File: src/hdl/bsa_pkg.sv
// Package for the bitmap sector allocator.
// Holds sizes, codes, FSM state type, control structs and bit helpers.
// No dependencies; every other file refers to it by scoped names.
package bsa_pkg;

	localparam int MAX_SECTORS = 4096;
	localparam int WORD_BITS   = 32;
	localparam int WORD_DEPTH  = (MAX_SECTORS + WORD_BITS - 1) / WORD_BITS;
	localparam int ADDR_W      = $clog2(WORD_DEPTH);
	localparam int BIT_W       = $clog2(WORD_BITS);

	localparam int SEC_W    = 12;
	localparam int CUR_W    = SEC_W + 1;
	localparam int FUNC_W   = 2;
	localparam int STATUS_W = 2;
	localparam int CFG_IDX_W = 1;

	// Highest sector that can ever be valid, clipped to the sector field.
	localparam int LIM_MAX = (MAX_SECTORS - 1 < (1 << SEC_W) - 1) ?
		MAX_SECTORS - 1 : (1 << SEC_W) - 1;

	localparam logic [SEC_W-1:0] LAST_SECTOR_RST = SEC_W'(720);
	localparam logic [CUR_W-1:0] CURSOR_RST      = CUR_W'(4);

	typedef enum logic [CFG_IDX_W-1:0] {
		CFG_LAST_SECTOR = 1'b0,
		CFG_FIRST_FREE  = 1'b1
	} cfg_idx_t;

	typedef enum logic [FUNC_W-1:0] {
		FN_FREE  = 2'd0,
		FN_ALLOC = 2'd1,
		FN_TEST  = 2'd2,
		FN_NOP   = 2'd3
	} func_t;

	typedef enum logic [STATUS_W-1:0] {
		RS_OK    = 2'd0,
		RS_FULL  = 2'd1,
		RS_RANGE = 2'd2
	} rstat_t;

	typedef enum logic [1:0] {
		S_IDLE,
		S_CHECK,
		S_EVAL,
		S_DONE
	} state_t;

	// Controller to datapath.
	typedef struct packed {
		logic capture;   // latch the incoming request
		logic skip;      // request needs no bitmap access: set result now
		logic rd_start;  // read the first word of the request
		logic rd_next;   // advance the allocate scan by one word
		logic finish;    // apply the evaluated word and set result
		logic out_load;  // move result into the output register
	} cmd_t;

	// Datapath to controller.
	typedef struct packed {
		func_t func;
		logic  skip;      // no bitmap access needed
		logic  hit;       // allocate found a free bit in the current word
		logic  last_word; // scan stands on the word holding the last sector
		logic  out_free;  // output register can take a result
	} sts_t;

	function automatic logic [ADDR_W-1:0] word_idx(input logic [SEC_W-1:0] sec);
		return ADDR_W'(sec >> BIT_W);
	endfunction

	// Lowest set bit of a word; zero when the word is empty.
	function automatic logic [BIT_W-1:0] first_set(input logic [WORD_BITS-1:0] w);
		logic [BIT_W-1:0] idx;
		idx = '0;
		for (int i = WORD_BITS - 1; i >= 0; i--) begin
			if (w[i]) begin
				idx = BIT_W'(i);
			end
		end
		return idx;
	endfunction

endpackage

File: src/hdl/bsa_ctrl.sv
// Controller FSM of the bitmap sector allocator.
// Sequences check, word reads, scan steps and result hand-off.
// Depends on bsa_pkg.
module bsa_ctrl (
	input  logic            clk,
	input  logic            arst_n,
	input  logic            in_valid,
	output logic            in_ready,
	input  bsa_pkg::sts_t   sts,
	output bsa_pkg::cmd_t   cmd
);

	bsa_pkg::state_t state_q, state_d;

	always_ff @(posedge clk or negedge arst_n) begin
		if (!arst_n) begin
			state_q <= bsa_pkg::S_IDLE;
		end else begin
			state_q <= state_d;
		end
	end

	always_comb begin
		state_d = state_q;
		case (state_q)
			bsa_pkg::S_IDLE: begin
				if (in_valid) begin
					state_d = bsa_pkg::S_CHECK;
				end
			end
			bsa_pkg::S_CHECK: begin
				state_d = sts.skip ? bsa_pkg::S_DONE : bsa_pkg::S_EVAL;
			end
			bsa_pkg::S_EVAL: begin
				if (sts.func != bsa_pkg::FN_ALLOC || sts.hit || sts.last_word) begin
					state_d = bsa_pkg::S_DONE;
				end
			end
			bsa_pkg::S_DONE: begin
				if (sts.out_free) begin
					state_d = bsa_pkg::S_IDLE;
				end
			end
			default: state_d = bsa_pkg::S_IDLE;
		endcase
	end

	always_comb begin
		in_ready = 1'b0;
		cmd      = '0;
		case (state_q)
			bsa_pkg::S_IDLE: begin
				in_ready    = 1'b1;
				cmd.capture = in_valid;
			end
			bsa_pkg::S_CHECK: begin
				cmd.skip     = sts.skip;
				cmd.rd_start = !sts.skip;
			end
			bsa_pkg::S_EVAL: begin
				// keep scanning while allocate misses and words remain
				if (sts.func == bsa_pkg::FN_ALLOC && !sts.hit && !sts.last_word) begin
					cmd.rd_next = 1'b1;
				end else begin
					cmd.finish = 1'b1;
				end
			end
			bsa_pkg::S_DONE: begin
				cmd.out_load = sts.out_free;
			end
			default: begin
				in_ready = 1'b0;
			end
		endcase
	end

endmodule

File: config.mk
export PLATFORM = sky130hd
export DESIGN_NAME = bsa_ctrl
export DESIGN_NICKNAME = d
export VERILOG_FILES = /design/src/hdl/bsa_pkg.sv /design/src/hdl/bsa_ctrl.sv
export SDC_FILE = /design/constraint.sdc
export NUM_CORES = 1
export LEC_CHECK = 0
export ABC_AREA = 0
export BUFFER_PORTS_ARGS = -buffer_cell sky130_fd_sc_hd__buf_2
export CAP_MARGIN = 0
export CORE_AREA = 5 5 42 44
export DETAILED_ROUTE_END_ITERATION = 16
export DIE_AREA = 0 0 47 49
export HOLD_SLACK_MARGIN = 0.06
export PLACE_DENSITY = 0.36
export SLEW_MARGIN = 10
export SYNTH_ARGS = -nofsm -noshare
export SYNTH_HDL_FRONTEND = slang
export SYNTH_SLANG_ARGS = --single-unit
export TNS_END_PERCENT = 30
File: constraint.sdc
create_clock -name clk -period 2.56 [get_ports clk]
set_input_delay 0.256 -clock clk [delete_from_list [all_inputs] [get_ports clk]]
set_output_delay 0.256 -clock clk [all_outputs]
set_load 0.01 [all_outputs]
==> impl_metrics.env <==
export IMPL_ys_types=14
export IMPL_p_seq_share_pct=20.0
export IMPL_n_antenna_cell=0
export IMPL_hp_class="in2async"
export IMPL_fin_setup_tns_ns=0
export IMPL_place_congestion=0.643
export IMPL_cp_startpoint="state_q[0]"
export IMPL_timing_max_slew_rel_slack_pct=65.4
export IMPL_post_synth_top_area_cell="ha_1"
export IMPL_pwr_share_comb_pct=60.0
export IMPL_clock_sinks=2
export IMPL_crit_type="reg2reg"
export IMPL_worstRegToRegCells=5
export IMPL_core_area_um2=1400
export IMPL_fp_dieW_um=47
export IMPL_grt_max_degree=6
export IMPL_synth_common_cells="5 x ha_1, 4 x inv_1, 3 x and2_1"
export IMPL_ant_nets=0
export IMPL_synth_main_ff_cell="dfrtp_1"
export IMPL_viasPerCell=3.97
export IMPL_dp_cells=55
export IMPL_stdcell_count=59
export IMPL_hpwl_um=450
export IMPL_required_ns=2.69
export IMPL_cts_resized=0
export IMPL_setup_viol=0
export IMPL_cts_buffers=3
export IMPL_cts_htree_levels=1
export IMPL_dr_pass1_iters=4
export IMPL_cts_tree="done"
export IMPL_drtIter0Drc=4
export IMPL_fillCellCount=175
export IMPL_antenna_found_initial=0
export IMPL_clockBufferDepth=2
export IMPL_rr_startpoint="state_q[0]"
export IMPL_syn_inst=24
export IMPL_layout_nets=59
export IMPL_grt_pass1_wl_um=828
export IMPL_rsz0062_at_grt="false"
export IMPL_portBuffers=15
export IMPL_final_hold_viol_count=0
export IMPL_skew_ns=0.000150
export IMPL_netlist_area_um2=213
export IMPL_synth_warnings=0
export IMPL_p_int_uw=193
export IMPL_power_density_nw_per_um2=970
export IMPL_num_vias=234
export IMPL_reg_top3="state_q: 2 flops"
export IMPL_switching_share_pct=41.7
export IMPL_path_clk_slew_ns=0.03
export IMPL_post_cts_setup_buffer_count=0
export IMPL_start_util_pct=15.2
export IMPL_grtUsageTotal_pct=4.79
export IMPL_r2r_end="state_q[0]"
export IMPL_drive_above_1_share_pct=44.2
export IMPL_cp_max_fo=5
export IMPL_end_kind="flop"
export IMPL_top_register="state_q"
export IMPL_syn_to_final_growth_pct=60.0
export IMPL_worst_slew_pin_slew_ns=0.518
export IMPL_synth_fp_nets=38
export IMPL_largest_reg_flops=2
export IMPL_avgSynthCellArea_um2=8.86
export IMPL_synth_edf_count=0
export IMPL_cts_root_buf="clkbuf_4"
export IMPL_drv_slew=0
export IMPL_async_reset_ff_share_pct=100
export IMPL_status="completed"
export IMPL_fmax_ghz=0.619
export IMPL_fin_util_pct=24.3
export IMPL_cap_violations=0
export IMPL_clock_power_share_pct=20.0
export IMPL_reg2reg_setup_slack_ns=0.94
export IMPL_die_area_um2=2300
export IMPL_wire_per_inst_um=9.17
export IMPL_start_kind="flop"
export IMPL_synthTopCellsByArea="ha_1 29%, dfrtp_1 24%, and2_1 8.8%, inv_1 7.1%, a222oi_1 4.7%"
export IMPL_fin_crit_sh_pct=63.1
export IMPL_p_sw_uw=138
export IMPL_die_h_um=49
export IMPL_max_vdd_ir_drop_uv=266
export IMPL_yosysSeqAreaShare_pct=23.5
export IMPL_synth_most_common_cell="ha_1"
export IMPL_wl_um=541
export IMPL_drc_errors=0
export IMPL_grt_pass1_vias=240
export IMPL_p_leak_nw=0.201
export IMPL_period_needed_ns=1.62
export IMPL_ioPinCount=16
export IMPL_row_count=14
export IMPL_critPathArrivalTime_ns=1.75
export IMPL_synth_top_area_share_pct=29.4
export IMPL_grt_overflow_total=0
export IMPL_synth_seq_cells=2
export IMPL_insertion_delay_ns=0.22
-- critical path: stages (launching register included) --
cell      delay, ns
dfrtp_1        0.37
inv_1          0.11
ha_1           0.24
a222oi_1       0.51
o21ai_1        0.13
a22oi_1        0.16
-- final cells by class --
| class | instances | area (µm²) | share of cell area [%] |
|---|---|---|---|
| multi-input combinational | 18 | 148 | 43.4 |
| timing repair buffer | 16 | 85.1 | 25.0 |
| sequential | 2 | 50.0 | 14.7 |
| clock buffer | 3 | 22.5 | 6.62 |
| tap | 16 | 20.0 | 5.88 |
| inverter | 4 | 15.0 | 4.41 |
-- power by group through the flow --
stage | Clock (mW) | Combinational, mW | Sequential (mW)
after floorplan | 0 | 0.138 | 0.0624
after global placement | 0 | 0.202 | 0.0676
after detailed placement | 0 | 0.199 | 0.0668
after CTS | 0.0703 | 0.201 | 0.0665
after global routing | 0.0721 | 0.229 | 0.0693
final | 0.0660 | 0.198 | 0.0661
-- logic make-up (layout without fill, tap and decap cells) --
family | after synthesis | count (layout) | synth area share [%]
DFF | 2 | 2 | 23.5
AOI/OAI and AO/OA | 4 | 4 | 12.9
adders and majority gates | 5 | 5 | 29.4
buffers and inverters | 4 | 23 | 7.06
and+or+nand+nor | 9 | 9 | 27.1
-- routing by layer --
metal | vias up | track usage (%) | share of wire [%]
li1 | 119 | - | -
met1 | 102 | 5.05 | 43
met2 | 13 | 7.24 | 39
met3 | 0 | 1.48 | 18
met4 | 0 | 4.15 | 0
met5 | - | 0 | 0
-- placed cells by master, fill, tap and decap left out --
master          n
and2_1          3
nor3_1          1
buf_2          15
o21ai_1         1
a22oi_1         1
dfrtp_1         2
nor4b_1         1
nand2_1         1
nor2b_1         1
o21ai_0         1
a222oi_1        1
clkbuf_4        3
and2b_1         1
and2_2          1
ha_1            5
inv_1           4
dlygate4sd3_1   1
-- metrics by stage --
| step | hold WS [ns] | instance area (µm²) | setup slack, ns | total power, mW |
|---|---|---|---|---|
| floorplan | -0.0396 | 213 | 1.09 | 0.201 |
| global placement | 0.0443 | 308 | 0.920 | 0.270 |
| detailed placement | 0.0438 | 308 | 0.964 | 0.266 |
| CTS | 0.350 | 340 | 0.954 | 0.338 |
| global route | 0.371 | 340 | 0.785 | 0.370 |
| finish | 0.364 | 340 | 0.944 | 0.330 |
-- how the worst max path moves through the flow --
stage,slack [ns],cells after the start,end
finish,0.94,5,state_q[0]
global route,0.79,5,state_q[0]
CTS,0.95,5,state_q[0]
detailed placement,0.96,5,state_q[0]
global placement,0.92,5,state_q[0]
floorplan,1.09,5,state_q[0]
-- repair_timing --
| action | in CTS | in global routing |
|---|---|---|
| endpoints found under the setup margin | 0 | 0 |
| hold buffers | 1 | 0 |
| hold endpoints to repair | 2 | 0 |
(Power assumes the default switching activity.)
